### config.mk
export PLATFORM = sky130hd
export DESIGN_NAME = sprite_frame_sequencer_core
export DESIGN_NICKNAME = d
export VERILOG_FILES = /design/src/hdl/sfs_pkg.sv /design/src/hdl/sprite_frame_sequencer_core.sv /design/src/hdl/sfs_div.sv /design/src/hdl/sfs_datapath.sv /design/src/hdl/sfs_ctrl.sv
export SDC_FILE = /design/constraint.sdc
export NUM_CORES = 1
export LEC_CHECK = 0
export BUFFER_PORTS_ARGS = -buffer_cell sky130_fd_sc_hd__buf_2
export CAP_MARGIN = 5
export CORE_MARGIN = 3
export CORE_UTILIZATION = 60
export DETAILED_ROUTE_END_ITERATION = 8
export PLACE_DENSITY = 0.79
export SLEW_MARGIN = 10
export SYNTH_ARGS = -nofsm -noshare
export SYNTH_HDL_FRONTEND = slang
export SYNTH_SLANG_ARGS = --single-unit
export TNS_END_PERCENT = 1
### constraint.sdc
create_clock -name clk -period 7.7 [get_ports clk]
set_clock_uncertainty 0.15 [all_clocks]
set_input_delay 1.54 -clock clk [delete_from_list [all_inputs] [get_ports clk]]
set_output_delay 1.54 -clock clk [all_outputs]
set_load 0.05 [all_outputs]
### src/hdl/sfs_pkg.sv
// Shared types and constants of the sprite frame sequencer.
package sfs_pkg;

    // Field and state widths
    localparam int DT_W     = 16;
    localparam int DUR_W    = 20;
    localparam int CNT_W    = 9;
    localparam int FRAME_W  = 8;
    localparam int ACC_W    = 21;
    localparam int DIV_W    = 22;
    localparam int OUT_W    = 16;
    localparam int CFG_IDX_W  = 2;
    localparam int CFG_DATA_W = 20;

    // Largest clip length; the frame index is 8 bits wide
    localparam int MAX_FRAMES = 256;
    localparam int CNT_CAP_I  = (MAX_FRAMES < 256) ? MAX_FRAMES : 256;
    localparam logic [CNT_W-1:0] CNT_CAP = CNT_W'(CNT_CAP_I);

    // Register reset values
    localparam logic [DUR_W-1:0] DURATION_RST = DUR_W'(16667);
    localparam logic [CNT_W-1:0] COUNT_RST    = CNT_W'(1);
    localparam logic             LOOP_RST     = 1'b1;

    // Configuration register indexes
    localparam logic [CFG_IDX_W-1:0] REG_DURATION = 2'd0;
    localparam logic [CFG_IDX_W-1:0] REG_COUNT    = 2'd1;
    localparam logic [CFG_IDX_W-1:0] REG_LOOP     = 2'd2;

    // Operation codes
    localparam logic OP_TICK    = 1'b0;
    localparam logic OP_RESTART = 1'b1;

    // Divider iteration count, one quotient bit per cycle
    localparam int DIV_STEPS = DIV_W;
    localparam int DIV_CNT_W = $clog2(DIV_STEPS + 1);

    // Commands from controller to datapath
    typedef struct packed {
        logic capture;
        logic do_restart;
        logic load_acc;
        logic start_div1;
        logic fin_div1;
        logic start_div2;
        logic fin_div2;
        logic load_out;
    } sfs_cmd_t;

    // Status from datapath to controller
    typedef struct packed {
        logic is_restart;
        logic active;
        logic acc_ge_dur;
        logic loop_mode;
        logic div_done;
    } sfs_status_t;

endpackage

### src/hdl/sprite_frame_sequencer_core.sv
// Top level of the sprite frame sequencer: controller plus datapath.
//
// Channel   Direction  Transaction carries
// s_axis    in         tdata[15:0] delta_time, tuser[0] operation
// m_axis    out        tdata[7:0] frame_index, [8] active, [9] finished, [15:10] zero
// cfg       in         cfg_index (0 duration, 1 count, 2 loop), cfg_data
//
// A restart or an inactive or non-advancing tick goes from accept through decide to write.
// A tick that advances runs one division in one-shot mode and two in loop mode,
// both on the shared 22-step restoring divider.
// One item is in flight at a time; a new one is taken while a result waits on m_axis.
// A stalled m_axis holds the finished result; reset restores the register defaults
// and clears the clip state.
module sprite_frame_sequencer_core (
    input  logic                           clk,
    input  logic                           rst_n,
    input  logic                           s_axis_tvalid,
    output logic                           s_axis_tready,
    input  logic [sfs_pkg::DT_W-1:0]       s_axis_tdata,   // [15:0] delta_time
    input  logic                           s_axis_tuser,   // [0] operation
    output logic                           m_axis_tvalid,
    input  logic                           m_axis_tready,
    output logic [sfs_pkg::OUT_W-1:0]      m_axis_tdata,   // [7:0] frame_index, [8] active,
                                                           // [9] finished
    input  logic                           cfg_valid,
    output logic                           cfg_ready,
    input  logic [sfs_pkg::CFG_IDX_W-1:0]  cfg_index,
    input  logic [sfs_pkg::CFG_DATA_W-1:0] cfg_data
);

    sfs_pkg::sfs_cmd_t    cmd;
    sfs_pkg::sfs_status_t status;

    // Accept configuration at any time
    assign cfg_ready = 1'b1;

    sfs_ctrl u_ctrl (
        .clk       (clk),
        .rst_n     (rst_n),
        .in_valid  (s_axis_tvalid),
        .in_ready  (s_axis_tready),
        .out_valid (m_axis_tvalid),
        .out_ready (m_axis_tready),
        .status    (status),
        .cmd       (cmd)
    );

    sfs_datapath u_datapath (
        .clk       (clk),
        .rst_n     (rst_n),
        .cmd       (cmd),
        .status    (status),
        .in_op     (s_axis_tuser),
        .in_dt     (s_axis_tdata),
        .cfg_we    (cfg_valid),
        .cfg_index (cfg_index),
        .cfg_data  (cfg_data),
        .out_data  (m_axis_tdata)
    );

endmodule

### src/hdl/sfs_div.sv
// Restoring divider, one quotient bit per cycle.
module sfs_div (
    input  logic                       clk,
    input  logic                       rst_n,
    input  logic                       start,
    input  logic [sfs_pkg::DIV_W-1:0]  dividend,
    input  logic [sfs_pkg::DUR_W-1:0]  divisor,
    output logic [sfs_pkg::DIV_W-1:0]  quotient,
    output logic [sfs_pkg::DUR_W-1:0]  remainder,
    output logic                       done
);

    logic [sfs_pkg::DUR_W-1:0]     rem_reg, rem_next;
    logic [sfs_pkg::DIV_W-1:0]     quo_reg, quo_next;
    logic [sfs_pkg::DUR_W-1:0]     dvs_reg, dvs_next;
    logic [sfs_pkg::DIV_CNT_W-1:0] step_reg, step_next;
    logic                          busy_reg, busy_next;
    logic                          done_reg, done_next;
    logic [sfs_pkg::DUR_W:0]       shifted;
    logic [sfs_pkg::DUR_W:0]       diff;
    logic                          fits;

    // Shift in the next dividend bit and try a subtract
    assign shifted = {rem_reg, quo_reg[sfs_pkg::DIV_W-1]};
    assign diff    = shifted - {1'b0, dvs_reg};
    assign fits    = (shifted >= {1'b0, dvs_reg});

    always_comb
    begin
        rem_next  = rem_reg;
        quo_next  = quo_reg;
        dvs_next  = dvs_reg;
        step_next = step_reg;
        busy_next = busy_reg;
        done_next = 1'b0;
        if (start)
        begin
            rem_next  = '0;
            quo_next  = dividend;
            dvs_next  = divisor;
            step_next = '0;
            busy_next = 1'b1;
        end
        else if (busy_reg)
        begin
            rem_next  = fits ? diff[sfs_pkg::DUR_W-1:0] : shifted[sfs_pkg::DUR_W-1:0];
            quo_next  = {quo_reg[sfs_pkg::DIV_W-2:0], fits};
            step_next = step_reg + 1'b1;
            if (step_reg == sfs_pkg::DIV_CNT_W'(sfs_pkg::DIV_STEPS - 1))
            begin
                busy_next = 1'b0;
                done_next = 1'b1;
            end
        end
    end

    // Hold iteration control
    always_ff @(posedge clk or negedge rst_n)
    begin
        if (!rst_n)
        begin
            busy_reg <= 1'b0;
            done_reg <= 1'b0;
            step_reg <= '0;
        end
        else
        begin
            busy_reg <= busy_next;
            done_reg <= done_next;
            step_reg <= step_next;
        end
    end

    // Hold operands and partial results
    always_ff @(posedge clk)
    begin
        rem_reg <= rem_next;
        quo_reg <= quo_next;
        dvs_reg <= dvs_next;
    end

    assign quotient  = quo_reg;
    assign remainder = rem_reg;
    assign done      = done_reg;

endmodule

### src/hdl/sfs_datapath.sv
// Datapath: configuration, animation state, divider and result register.
module sfs_datapath (
    input  logic                          clk,
    input  logic                          rst_n,
    input  sfs_pkg::sfs_cmd_t             cmd,
    output sfs_pkg::sfs_status_t          status,
    input  logic                          in_op,
    input  logic [sfs_pkg::DT_W-1:0]      in_dt,
    input  logic                          cfg_we,
    input  logic [sfs_pkg::CFG_IDX_W-1:0] cfg_index,
    input  logic [sfs_pkg::CFG_DATA_W-1:0] cfg_data,
    output logic [sfs_pkg::OUT_W-1:0]     out_data
);

    logic [sfs_pkg::DUR_W-1:0]   duration_reg;
    logic [sfs_pkg::CNT_W-1:0]   count_reg;
    logic                        loop_reg;
    logic                        active_reg;
    logic [sfs_pkg::FRAME_W-1:0] frame_reg;
    logic [sfs_pkg::ACC_W-1:0]   elapsed_reg;
    logic                        done_reg;
    logic                        op_reg;
    logic [sfs_pkg::DT_W-1:0]    dt_reg;
    logic [sfs_pkg::DIV_W-1:0]   sum_reg;
    logic [sfs_pkg::OUT_W-1:0]   out_reg;

    logic [sfs_pkg::DUR_W-1:0]   dur_eff;
    logic [sfs_pkg::CNT_W-1:0]   cnt_eff;
    logic [sfs_pkg::CNT_W-1:0]   last_frame;
    logic [sfs_pkg::ACC_W:0]     acc_wide;
    logic [sfs_pkg::ACC_W-1:0]   acc_sum;
    logic [sfs_pkg::DIV_W-1:0]   frame_sum;
    logic [sfs_pkg::DIV_W-1:0]   last_wide;
    logic                        at_last;
    logic [sfs_pkg::FRAME_W-1:0] clamped;

    logic                        div_start;
    logic [sfs_pkg::DIV_W-1:0]   div_dividend;
    logic [sfs_pkg::DUR_W-1:0]   div_divisor;
    logic [sfs_pkg::DIV_W-1:0]   div_quotient;
    logic [sfs_pkg::DUR_W-1:0]   div_remainder;
    logic                        div_done;

    // Substitute legal values for out-of-range registers
    always_comb
    begin
        dur_eff = (duration_reg == '0) ? sfs_pkg::DUR_W'(1) : duration_reg;
        priority if (count_reg == '0)
            cnt_eff = sfs_pkg::CNT_W'(1);
        else if (count_reg > sfs_pkg::CNT_CAP)
            cnt_eff = sfs_pkg::CNT_CAP;
        else
            cnt_eff = count_reg;
    end
    assign last_frame = cnt_eff - 1'b1;

    // Accumulate elapsed time, wrapping at the accumulator width
    assign acc_wide = {1'b0, elapsed_reg} + {{(sfs_pkg::ACC_W + 1 - sfs_pkg::DT_W){1'b0}}, dt_reg};
    assign acc_sum  = acc_wide[sfs_pkg::ACC_W-1:0];

    // Advance by the quotient and clamp for one-shot clips
    assign frame_sum = {{(sfs_pkg::DIV_W - sfs_pkg::FRAME_W){1'b0}}, frame_reg} + div_quotient;
    assign last_wide = {{(sfs_pkg::DIV_W - sfs_pkg::CNT_W){1'b0}}, last_frame};
    assign at_last   = (frame_sum >= last_wide);
    assign clamped   = at_last ? last_frame[sfs_pkg::FRAME_W-1:0]
                               : frame_sum[sfs_pkg::FRAME_W-1:0];

    // Share the divider between both divisions
    assign div_start    = cmd.start_div1 | cmd.start_div2;
    assign div_dividend = cmd.start_div2 ? sum_reg : {1'b0, acc_sum};
    assign div_divisor  = cmd.start_div2
                        ? {{(sfs_pkg::DUR_W - sfs_pkg::CNT_W){1'b0}}, cnt_eff} : dur_eff;

    sfs_div u_div (
        .clk       (clk),
        .rst_n     (rst_n),
        .start     (div_start),
        .dividend  (div_dividend),
        .divisor   (div_divisor),
        .quotient  (div_quotient),
        .remainder (div_remainder),
        .done      (div_done)
    );

    // Write configuration registers
    always_ff @(posedge clk or negedge rst_n)
    begin
        if (!rst_n)
        begin
            duration_reg <= sfs_pkg::DURATION_RST;
            count_reg    <= sfs_pkg::COUNT_RST;
            loop_reg     <= sfs_pkg::LOOP_RST;
        end
        else if (cfg_we)
        begin
            unique case (cfg_index)
                sfs_pkg::REG_DURATION: duration_reg <= cfg_data;
                sfs_pkg::REG_COUNT:    count_reg    <= cfg_data[sfs_pkg::CNT_W-1:0];
                sfs_pkg::REG_LOOP:     loop_reg     <= cfg_data[0];
                default:               ;
            endcase
        end
    end

    // Update animation state
    always_ff @(posedge clk or negedge rst_n)
    begin
        if (!rst_n)
        begin
            active_reg  <= 1'b0;
            frame_reg   <= '0;
            elapsed_reg <= '0;
            done_reg    <= 1'b0;
        end
        else
        begin
            if (cmd.do_restart)
            begin
                active_reg  <= 1'b1;
                frame_reg   <= '0;
                elapsed_reg <= '0;
                done_reg    <= 1'b0;
            end
            if (cmd.load_acc)
                elapsed_reg <= acc_sum;
            if (cmd.fin_div1)
            begin
                elapsed_reg <= {{(sfs_pkg::ACC_W - sfs_pkg::DUR_W){1'b0}}, div_remainder};
                if (!loop_reg)
                begin
                    frame_reg <= clamped;
                    if (at_last)
                        done_reg <= 1'b1;
                end
            end
            if (cmd.fin_div2)
                frame_reg <= div_remainder[sfs_pkg::FRAME_W-1:0];
        end
    end

    // Capture the item, the running frame sum and the result word
    always_ff @(posedge clk)
    begin
        if (cmd.capture)
        begin
            op_reg <= in_op;
            dt_reg <= in_dt;
        end
        if (cmd.fin_div1)
            sum_reg <= frame_sum;
        if (cmd.load_out)
            out_reg <= {{(sfs_pkg::OUT_W - sfs_pkg::FRAME_W - 2){1'b0}},
                        done_reg, active_reg, frame_reg};
    end

    assign status.is_restart = (op_reg == sfs_pkg::OP_RESTART);
    assign status.active     = active_reg;
    assign status.acc_ge_dur = ({1'b0, acc_sum} >= {{(sfs_pkg::ACC_W + 1 - sfs_pkg::DUR_W){1'b0}},
                                                   dur_eff});
    assign status.loop_mode  = loop_reg;
    assign status.div_done   = div_done;
    assign out_data          = out_reg;

endmodule

### src/hdl/sfs_ctrl.sv
// Controller: sequences one item through the datapath and drives the handshakes.
module sfs_ctrl (
    input  logic                  clk,
    input  logic                  rst_n,
    input  logic                  in_valid,
    output logic                  in_ready,
    output logic                  out_valid,
    input  logic                  out_ready,
    input  sfs_pkg::sfs_status_t  status,
    output sfs_pkg::sfs_cmd_t     cmd
);

    typedef enum logic [2:0] {
        ST_IDLE,
        ST_DECIDE,
        ST_DIV1,
        ST_START2,
        ST_DIV2,
        ST_WRITE
    } state_t;

    state_t state_reg, state_next;
    logic   out_valid_reg, out_valid_next;
    logic   out_free;

    assign out_free = !out_valid_reg || out_ready;

    // Decode commands and next state
    always_comb
    begin
        state_next     = state_reg;
        out_valid_next = out_valid_reg && !out_ready;
        cmd            = '0;
        unique case (state_reg)
            ST_IDLE:
            begin
                if (in_valid)
                begin
                    cmd.capture = 1'b1;
                    state_next  = ST_DECIDE;
                end
            end
            ST_DECIDE:
            begin
                priority if (status.is_restart)
                begin
                    cmd.do_restart = 1'b1;
                    state_next     = ST_WRITE;
                end
                else if (!status.active)
                    state_next = ST_WRITE;
                else if (!status.acc_ge_dur)
                begin
                    cmd.load_acc = 1'b1;
                    state_next   = ST_WRITE;
                end
                else
                begin
                    cmd.start_div1 = 1'b1;
                    state_next     = ST_DIV1;
                end
            end
            ST_DIV1:
            begin
                if (status.div_done)
                begin
                    cmd.fin_div1 = 1'b1;
                    state_next   = status.loop_mode ? ST_START2 : ST_WRITE;
                end
            end
            ST_START2:
            begin
                cmd.start_div2 = 1'b1;
                state_next     = ST_DIV2;
            end
            ST_DIV2:
            begin
                if (status.div_done)
                begin
                    cmd.fin_div2 = 1'b1;
                    state_next   = ST_WRITE;
                end
            end
            ST_WRITE:
            begin
                if (out_free)
                begin
                    cmd.load_out   = 1'b1;
                    out_valid_next = 1'b1;
                    state_next     = ST_IDLE;
                end
            end
            default:
                state_next = ST_IDLE;
        endcase
    end

    // Hold state and output valid
    always_ff @(posedge clk or negedge rst_n)
    begin
        if (!rst_n)
        begin
            state_reg     <= ST_IDLE;
            out_valid_reg <= 1'b0;
        end
        else
        begin
            state_reg     <= state_next;
            out_valid_reg <= out_valid_next;
        end
    end

    assign in_ready  = (state_reg == ST_IDLE);
    assign out_valid = out_valid_reg;

endmodule

# [Yosys cells after proc, flatten, opt, wreduce, memory -nomap -nowiden]
# Index checks and enable logic that the tools add are counted.
[op_classes] add_sub_neg=5 n_mux=53 multipliers=0 div=0 reduce_logical=14 shift=0 eq_ne=12 order_cmp=4 bitwise_logic=1
[op_table] operator="22-bit 2-to-1 mux" n=3
[op_table] operator="21-bit 2-to-1 mux" n=3
[op_table] operator="21-bit by 20-bit greater-or-equal comparator with 1-bit output" n=2
[op_table] operator="20-bit 2-to-1 mux" n=2
[op_table] operator="8-bit 2-to-1 mux" n=5
[op_table] operator="3-bit 2-to-1 mux" n=9
[op_table] operator="9-bit 2-to-1 mux" n=3
[op_table] operator="1-bit 2-to-1 mux" n=23
[op_table] operator="8-bit by 22-bit adder with 22-bit output" n=1
[op_table] operator="22-bit by 9-bit greater-or-equal comparator with 1-bit output" n=1
[op_table] operator="21-bit by 16-bit adder with 21-bit output" n=1
[op_table] operator="20-bit zero test" n=1
[op_table] operator="20-bit subtractor" n=1
[op_table] operator="3-bit case mux with 6 select lines" n=1
[op_table] operator="5-bit 2-to-1 mux" n=2
[op_table] operator="9-bit > comparator (second input constant)" n=1
[op_table] operator="9-bit zero test" n=1
[op_table] operator="9-bit by 1-bit subtractor with 9-bit output (second input constant)" n=1
[op_table] operator="3-bit by 2-bit == test with 1-bit output (second input constant)" n=2
[op_table] operator="3-bit == test (second input constant)" n=2
[op_table] operator="2-bit by 1-bit != test with 1-bit output (second input constant)" n=3
[op_table] operator="2-bit AND reduction" n=3
[op_table] operator="5-bit by 1-bit adder with 5-bit output (second input constant)" n=1
[op_table] operator="5-bit == test (second input constant)" n=1
[op_table] operator="other kinds (14)" n=16
[word_totals] mem_count=0 out_inout_bits=19 rom_bits=0 latchBits=0 ramBits=0 inputBits=44 elab_cells=109 register_bits=183

# [Longest topological paths before layout]
# Gate-level depths: netlist of the first run.
[depth] word_depth=11 ltp_mapped=22

# [Modules after synthesis]
# From an unflattened synthesis of the first run, not the netlist that was laid out.
[hier_totals] cells_unflattened=1103 area_unflattened_um2=11303.3
[modules_own_cells] mod="sfs_datapath" cells_each=683 area_per_inst_um2=6921.6 seq_area_each_um2=3007.9 n_inst=1
[modules_own_cells] mod="sfs_div" cells_each=377 area_per_inst_um2=4027.6 seq_area_each_um2=1836.8 n_inst=1
[modules_own_cells] mod="sfs_ctrl" cells_each=41 area_per_inst_um2=342.8 seq_area_each_um2=100.1 n_inst=1
[modules_own_cells] mod="sprite_frame_sequencer_core" cells_each=2 area_per_inst_um2=11.3 seq_area_each_um2=0.0 n_inst=1

# [Worst setup path after synthesis of the first run]
# No wires, ideal clock.
[synth_timing] path_type="register to register" startpoint="register u_datapath.dt_reg[0] (netlist bit)" endpoint="register u_datapath.u_div.quo_reg (netlist bit u_datapath.u_div.quotient[0]), enable pin" arrival_time_ns=4.566 path_stages_with_launch=21 setup_time_ns=0.416 required_ns=7.134 setup_slack_ns=2.568 path_cell_list="edfxtp_1 > ha_1 > inv_1 > fa_1 > nor2b_1 > o31a_1 > o31a_1 > o21ai_0 > a211oi_1 > nor3_1 > inv_1 > ha_1 > a21o_1 > a21o_1 > a211o_1 > a21oi_1 > o211ai_1 > o31ai_2 > and2_1 > clkbuf_1 > nand2b_1"
[synth_between] elab_chain_len=8
[synth_rtl] element="from (decl)" line="sfs_datapath.sv:23" rtl="logic [sfs_pkg::DT_W-1:0] dt_reg;"
[synth_rtl] element="from (signal assigned)" line="sfs_datapath.sv:147" rtl="dt_reg <= in_dt;"
[synth_rtl] element="21-bit by 16-bit adder with 21-bit output" line="sfs_datapath.sv:58" rtl="assign acc_wide = {1'b0, elapsed_reg} + {{(sfs_pkg::ACC_W + 1 - sfs_pkg::DT_W){1'b0}}, dt_reg};"
[synth_rtl] element="21-bit by 20-bit greater-or-equal comparator with 1-bit output" line="sfs_datapath.sv:158" rtl="assign status.acc_ge_dur = ({1'b0, acc_sum} >= {{(sfs_pkg::ACC_W + 1 - sfs_pkg::DUR_W){1'b0}},"
[synth_rtl] element="1-bit 2-to-1 mux" line="sfs_ctrl.sv:52" rtl="else if (!status.acc_ge_dur)"
[synth_rtl] element="2-bit 2-to-1 mux" line="sfs_ctrl.sv:50" rtl="else if (!status.active)"
[synth_rtl] element="2-bit 2-to-1 mux" line="sfs_ctrl.sv:45" rtl="priority if (status.is_restart)"
[synth_rtl] element="3-bit 2-to-1 mux" line="sfs_ctrl.sv:34" rtl="unique case (state_reg)"
[synth_rtl] element="1-bit bitwise OR" line="sfs_datapath.sv:69" rtl="assign div_start = cmd.start_div1 | cmd.start_div2;"
[synth_rtl] element="2-bit nonzero test (no line)"
[synth_rtl] element="to (signal assigned)" line="sfs_div.sv:78" rtl="quo_reg <= quo_next;"
[synth_rtl] element="to (decl)" line="sfs_div.sv:14" rtl="logic [sfs_pkg::DIV_W-1:0] quo_reg, quo_next;"
# Every way passes these cells.
# A chain may end at the register's enable or synchronous reset.

# [Final worst setup path of the first run]
[layout_timing] startpoint="register u_datapath.elapsed_reg[0] (netlist bit)" endpoint="register u_datapath.u_div.quo_reg (netlist bit u_datapath.u_div.quotient[18]), enable pin"
[layout_between] elab_chain_len=8
[layout_rtl] element="from (decl)" line="sfs_datapath.sv:20" rtl="logic [sfs_pkg::ACC_W-1:0] elapsed_reg;"
[layout_rtl] element="from (signal assigned)" line="sfs_datapath.sv:125" rtl="elapsed_reg <= acc_sum;"
[layout_rtl] element="from (signal assigned)" line="sfs_datapath.sv:128" rtl="elapsed_reg <= {{(sfs_pkg::ACC_W - sfs_pkg::DUR_W){1'b0}}, div_remainder};"
[layout_rtl] element="21-bit by 16-bit adder with 21-bit output" line="sfs_datapath.sv:58"
[layout_rtl] element="21-bit by 20-bit greater-or-equal comparator with 1-bit output" line="sfs_datapath.sv:158"
[layout_rtl] element="1-bit 2-to-1 mux" line="sfs_ctrl.sv:52"
[layout_rtl] element="2-bit 2-to-1 mux" line="sfs_ctrl.sv:50"
[layout_rtl] element="2-bit 2-to-1 mux" line="sfs_ctrl.sv:45"
[layout_rtl] element="3-bit 2-to-1 mux" line="sfs_ctrl.sv:34"
[layout_rtl] element="1-bit bitwise OR" line="sfs_datapath.sv:69"
[layout_rtl] element="2-bit nonzero test (no line)"
# Every way passes these cells.

==> results of run 1 <==
## kinds of logic after synthesis
| family | after synthesis | synth area share (%) |
|---|---|---|
| muxes | 30 | 2.911 |
| xor gates and xnor gates | 52 | 4.106 |
| other | 2 | 0.06771 |
| and+or+nand+nor | 336 | 15.00 |
| adders and majority gates | 79 | 9.116 |
| buffers and inverters | 134 | 4.907 |
| DFF | 183 | 44.58 |
| AOI/OAI and AO/OA | 304 | 19.30 |
## cells in the final DEF (no fill, tap or decap), types with 12 or more instances in the layout
cell and n:
a211oi_1 27, a21o_1 25, a21oi_1 54, a221o_1 31
and3_1 18, buf_2 54, clkbuf_16 18, dfrtp_1 64
dfxtp_1 20, edfxtp_1 91, ha_1 76, inv_1 80
mux2_2 14, mux2i_1 15, nand2_1 82, nand2b_1 19
nand3_1 16, nand4_1 13, nor2_1 104, nor3_1 16
o211ai_1 14, o21a_1 12, o21ai_0 65, xnor2_1 35
xor2_1 17
## worst max-delay path, delay by kind of cell (launching register included)
kind                     cells  cell delay (ns)
AND/OR/NAND/NOR              5             2.28
AO/OA/AOI/OAI                9             1.86
adder cells (fa/ha/maj)      3             0.90
buffers and inverters        3             0.40
flip-flops                   1             0.35
## cell usage after synthesis (10+ instances only)
cell      number
o211ai_1      14
and3_1        18
nand4_1       13
a221o_1       31
o21a_1        12
nand2b_1      19
nor3_1        17
inv_1         80
o21ai_0       65
nand3_1       16
mux2i_1       15
edfxtp_1      91
dfrtp_1       64
nor2_1       104
and2_1        10
xor2_1        17
nor2b_1       11
a21oi_1       54
mux2_2        14
a21o_1        25
dfxtp_1       20
a211oi_1      27
nand2_1       82
xnor2_1       35
clkbuf_1      39
ha_1          76
## stage by stage
step / std cells / power, mW / instance area [um^2] / hold WS (ns)
floorplan: 1125 / 2.905 / 11110 / 0.2749
finish: 1396 / 4.314 / 12080 / 0.3059
global placement: 1364 / 3.373 / 11520 / 0.2856
CTS: 1396 / 4.280 / 12080 / 0.3055
global route: 1396 / 4.581 / 12080 / 0.3333
detailed placement: 1364 / 3.434 / 11520 / 0.2894
## area by class of cell
type,instances,area share (%)
clock buffer,19,3.759
clock inverter,13,0.9009
multi-input combinational,808,46.73
inverter,81,2.516
timing repair buffer,63,2.796
sequential,183,40.92
tap,229,2.371
## how the worst max path moves through the flow
| stage | start | endpoint | slack, ns | cells past startpoint |
|---|---|---|---|---|
| finish | u_datapath.elapsed_reg[0] | u_datapath.u_div.quotient[18] | 1.28 | 20 |
| global route | u_datapath.elapsed_reg[0] | u_datapath.u_div.quotient[18] | 0.83 | 20 |
| CTS | u_datapath.elapsed_reg[0] | u_datapath.u_div.quotient[10] | 1.37 | 20 |
| detailed placement | u_datapath.elapsed_reg[0] | u_datapath.u_div.quotient[20] | 1.38 | 20 |
| global placement | u_datapath.elapsed_reg[0] | u_datapath.u_div.quotient[8] | 1.68 | 20 |
| floorplan | u_datapath.dt_reg[0] | u_datapath.u_div.quotient[0] | 2.57 | 20 |
## layer usage
layer / vias to the layer above / routed length (um) / part of all wire, %
met5: - / 0 / 0
met4: 0 / 561 / 2.0
met3: 38 / 2525 / 8.9
met2: 418 / 13200 / 47
met1: 4231 / 12030 / 42
li1: 4182 / - / -
## where the power goes
| group | leakage, nW | internal (mW) | switching (mW) |
|---|---|---|---|
| Clock | 0.272 | 0.442 | 0.399 |
| Combinational | 3.03 | 0.781 | 1.19 |
| Sequential | 1.91 | 1.27 | 0.231 |
==> results.py, run 1 <==
metrics = {
    "route": {
        "vias": 8869,
        "drcViolationCount": 0,
        "routed_wl_um": 28320,
        "drt-initial-drc-count": 896,
        "dr.pass1.iters": 6,
        "ant_nets": 0,
        "via_per_inst": 6.353,
        "wire_per_inst_um": 20.28,
    },
    "worst_setup_path": {
        "critPathLaunchType": "register",
        "max_stage_delay_ns": 0.78,
        "cp-end-kind": "register",
        "critical_path_arrival_ns": 6.23,
        "cp.required_ns": 7.51,
        "reg2reg_slack_ns": 1.28,
        "cp_max_fo": 22,
        "r2r-start": "u_datapath.elapsed_reg[0]",
        "cp_cell_sequence": "ha_1 > inv_1 > fa_1 > nor2b_1 > o31a_1 > o31a_1 > o21ai_0 > and4_1 > nor3_1 > inv_1 > ha_1 > a21o_1 > a21o_1 > a211o_1 > a21oi_1 > o211ai_1 > o31ai_2 > buf_4 > and2_1 > nand2b_1",
        "reg2reg_depth": 20,
        "worstReg2RegEnd": "u_datapath.u_div.quotient[18]",
        "critPathKind": "register to register",
        "cpMaxStageDelayCell": "nand2b_1",
    },
    "synth": {
        "synth_cell_types": 73,
        "ys_async_sr_fraction_pct": 39.34,
        "syn_avg_cell_area_um2": 9.902,
        "synth_seq_cells": 183,
        "ys_top_cells_by_area": "edfxtp_1 (25%), dfrtp_1 (14%), ha_1 (8.6%)",
        "synth_flop_cell": "edfxtp_1",
        "syn_area_um2": 11090,
        "synth_edf_count": 91,
        "yosys_warnings": 0,
        "synth_area_leader_cell": "edfxtp_1",
        "ys_seq_area_share_pct": 44.58,
        "syn_inst": 1120,
        "yosysTopAreaCellShare_pct": 24.64,
    },
    "floorplan": {
        "initial_core_util_pct": 61.32,
        "core_area_um2": 18090,
        "row_count": 49,
        "die_w_um": 142.0,
        "pin_count": 63,
        "die_area_um2": 20150,
        "die_y_um": 142.0,
    },
    "timing": {
        "rsz0062_at_grt": "false",
        "period_share_pct": 83.43,
        "period_needed_ns": 6.424,
        "hold_viol_final": 0,
        "setup_tns_ns": 0,
        "max_slew_margin_pct": 21.25,
        "setup_slack_ns": 1.276,
        "fmax_mhz": 155.7,
        "setup_violations": 0,
        "slew_viol_final": 0,
        "tightestPinTransition_ns": 1.174,
    },
    "clocking": {
        "postCtsSetupRepairBufs": 0,
        "numCtsBuffers": 17,
        "htreeDepth": 4,
        "cts_hold_buf": 0,
        "cts_sinks": 183,
        "cts_tree": "built",
        "cts.clk_slew.worst_paths_ns": 0.07,
        "clockBufferDepth": 2,
        "root_buffer": "clkbuf_16",
        "post_cts_resized": 0,
        "worstSkewPairLatency_ns": 0.44,
    },
    "layout": {
        "final_net_count": 1277,
        "drive_gt1_share_pct": 11.57,
        "final_util_pct": 66.81,
        "nFillCells": 1356,
        "multi_input_area_um2": 5647,
        "regArea_um2": 4945,
        "syn2layout_area_growth_pct": 8.946,
        "antennaDiodeCount": 0,
    },
    "placement": {
        "io_buffer_count": 55,
        "place_ws_ns": 1.375,
        "dp_hpwl_um": 21030,
        "gp_congestion": 0.9528,
    },
    "global_route": {
        "grt.busiest_layer": "met2",
        "grt_max_degree": 73,
        "met2_usage_pct": 45.48,
        "antenna_found_initial": 0,
        "grt-ovfl-total": 0,
        "met3_usage_pct": 5.746,
        "track_usage_pct": 28.24,
        "grt_first_pass_wirelength_um": 44130,
        "grt_pass1_vias": 8273,
        "met1_usage_pct": 39.19,
    },
    "min_path": {
        "holdPathStages": 0,
        "min_to": "u_datapath.out_data[9]",
        "worstHoldStart": "u_datapath.done_reg",
        "min-delay-path-class": "register to register",
    },
    "power": {
        "vdd.ir_drop.worst_v": 0.0001976,
        "p_per_area_nw_per_um2": 357.0,
        "p_leak_nw": 5.208,
    },
    "status": {
        "outcome": "finished clean",
    },
    "run": {
        "max-cap-violations": 0,
    },
}
(Power assumes the default switching activity.)
==> inputs of run 2 (changes only) <==
clock period = 5.95 ns   (was 7.7 ns; I/O delays follow)
==> results.py, run 2 (same netlist as run 1, synthesis figures left out) <==
metrics = {
    "timing": {
        "whs_ns": 0.3141,
        "slew_viol_final": 0,
        "period_share_pct": 93.44,
        "hold_viol_final": 0,
        "setup_violations": 0,
        "rsz0062_at_grt": "false",
        "tightestPinTransition_ns": 1.203,
        "period_needed_ns": 5.560,
        "max_slew_margin_pct": 19.36,
        "setup_tns_ns": 0,
        "fmax_mhz": 179.9,
    },
    "floorplan": {
        "initial_core_util_pct": 61.32,
        "die_y_um": 142.0,
        "row_count": 49,
        "pin_count": 63,
        "core_area_um2": 18090,
        "die_w_um": 142.0,
        "die_area_um2": 20150,
    },
    "worst_setup_path": {
        "crit_family": "compound AO/OA/AOI/OAI gates",
        "reg2reg_depth": 20,
        "critical_path_arrival_ns": 5.59,
        "crit_cells": 20,
        "cp_cell_sequence": "ha_1 > inv_1 > fa_1 > nor2b_1 > o31a_1 > o31a_1 > o21ai_0 > and4_1 > nor3_1 > inv_1 > ha_1 > a21o_1 > a21o_1 > a211o_1 > a21oi_1 > o211ai_1 > o31ai_2 > and2_1 > nand2b_1 > buf_4",
        "cp.required_ns": 5.99,
        "critPathLaunchType": "register",
        "critPathKind": "register to register",
        "cpMaxStageDelayCell": "and2_1",
        "max_stage_delay_ns": 0.48,
        "crit_buf_inv": 3,
        "cp-end-kind": "register",
        "cp_max_fo": 13,
    },
    "layout": {
        "layout_commonest_cell": "nor2_1",
        "final_util_pct": 67.42,
        "syn2layout_area_growth_pct": 9.939,
        "final_net_count": 1283,
        "drive_gt1_share_pct": 12.02,
        "final_cell_mix": "nor2_1 (104), edfxtp_1 (91), nand2_1 (82)",
        "antennaDiodeCount": 0,
    },
    "clocking": {
        "clockBufferDepth": 2,
        "cts_sinks": 183,
        "cts.clk_slew.worst_paths_ns": 0.07,
        "cts_tree": "built",
        "worstSkewPairLatency_ns": 0.44,
        "root_buffer": "clkbuf_16",
        "postCtsSetupRepairBufs": 0,
        "numCtsBuffers": 17,
        "htreeDepth": 4,
        "cts_hold_buf": 0,
    },
    "placement": {
        "io_buffer_count": 55,
        "gp_congestion": 0.9397,
        "dp_hpwl_um": 21250,
    },
    "route": {
        "drcViolationCount": 0,
        "via_per_inst": 6.397,
        "dr.pass1.iters": 5,
        "drt-initial-drc-count": 833,
        "wire_per_inst_um": 20.56,
        "vias": 8968,
        "ant_nets": 0,
        "routed_wl_um": 28820,
    },
    "global_route": {
        "grt_first_pass_wirelength_um": 45230,
        "grt-ovfl-total": 0,
        "grt_pass1_vias": 8313,
        "track_usage_pct": 28.99,
        "grt_max_degree": 73,
        "antenna_found_initial": 0,
    },
    "run": {
        "max-cap-violations": 0,
    },
    "power": {
        "p_leak_nw": 5.269,
        "p_per_area_nw_per_um2": 469.7,
        "vdd.ir_drop.worst_v": 0.0002769,
        "finalPower_mw": 5.727,
    },
    "status": {
        "outcome": "finished clean",
    },
    "min_path": {
        "min-delay-path-class": "register to register",
        "holdPathStages": 0,
    },
}
-- run 2: area by class of cell --
type	count	area, um^2
Clock buffer	20	479.2
Clock inverter	12	146.4
Fill cell	1380	5893
Inverter	81	306.5
Multi-Input combinational cell	808	5647
Sequential cell	183	4945
Tap cell	229	286.5
Timing Repair Buffer	69	382.9
-- run 2: timing repair --
action	in CTS	in global routing
hold endpoints to repair	0	0
gates resized for setup	0	2
setup endpoints to repair	0	4
-- run 2: worst register-to-register path: cells and delay by family (launching register included) --
family	cells	cell delay (ns)
and+or+nand+nor	5	1.60
buffers and inverters	3	0.48
AOI/OAI and AO/OA	9	1.81
adders and majority gates	3	0.89
DFF	1	0.35
-- run 2: worst paths after layout --
path                                           startpoint                            to  slack, ns
worst max register to register  u_datapath.elapsed_reg[0]  u_datapath.u_div.quotient[0]       0.39
min in group asynchronous                           rst_n    u_datapath.elapsed_reg[16]       0.70
max in group asynchronous                           rst_n    u_datapath.duration_reg[9]       4.26
worst max-delay path            u_datapath.elapsed_reg[0]  u_datapath.u_div.quotient[0]       0.39
worst min register to register        u_datapath.done_reg        u_datapath.out_data[9]       0.31
worst min-delay path                  u_datapath.done_reg        u_datapath.out_data[9]       0.31
-- run 2: metal layers --
metal	vias to the layer above	part of all wire [%]	global-route usage [%]
met5	-	0	0
met3	58	8.3	4.940
li1	4196	-	-
met4	0	2.3	8.131
met1	4303	43	42.25
met2	411	46	45.26
-- run 2: report_power, final --
group / total, mW / internal, mW / switching [mW]
combinational: 2.57 / 1.03 / 1.54
sequential: 1.95 / 1.65 / 0.306
clock: 1.20 / 0.682 / 0.519
total: 5.73 / 3.36 / 2.37
-- run 2: stage by stage --
| step | cells | setup WS, ns | cell area (um^2) |
|---|---|---|---|
| 2_1_floorplan | 1125 | 0.8178 | 11110 |
| 3_3_place_gp | 1370 | 0.7008 | 11560 |
| 3_5_place_dp | 1370 | 0.4787 | 11560 |
| 4_1_cts | 1402 | 0.4514 | 12190 |
| 5_1_grt | 1402 | 0.01285 | 12190 |
| 6_report | 1402 | 0.3902 | 12190 |
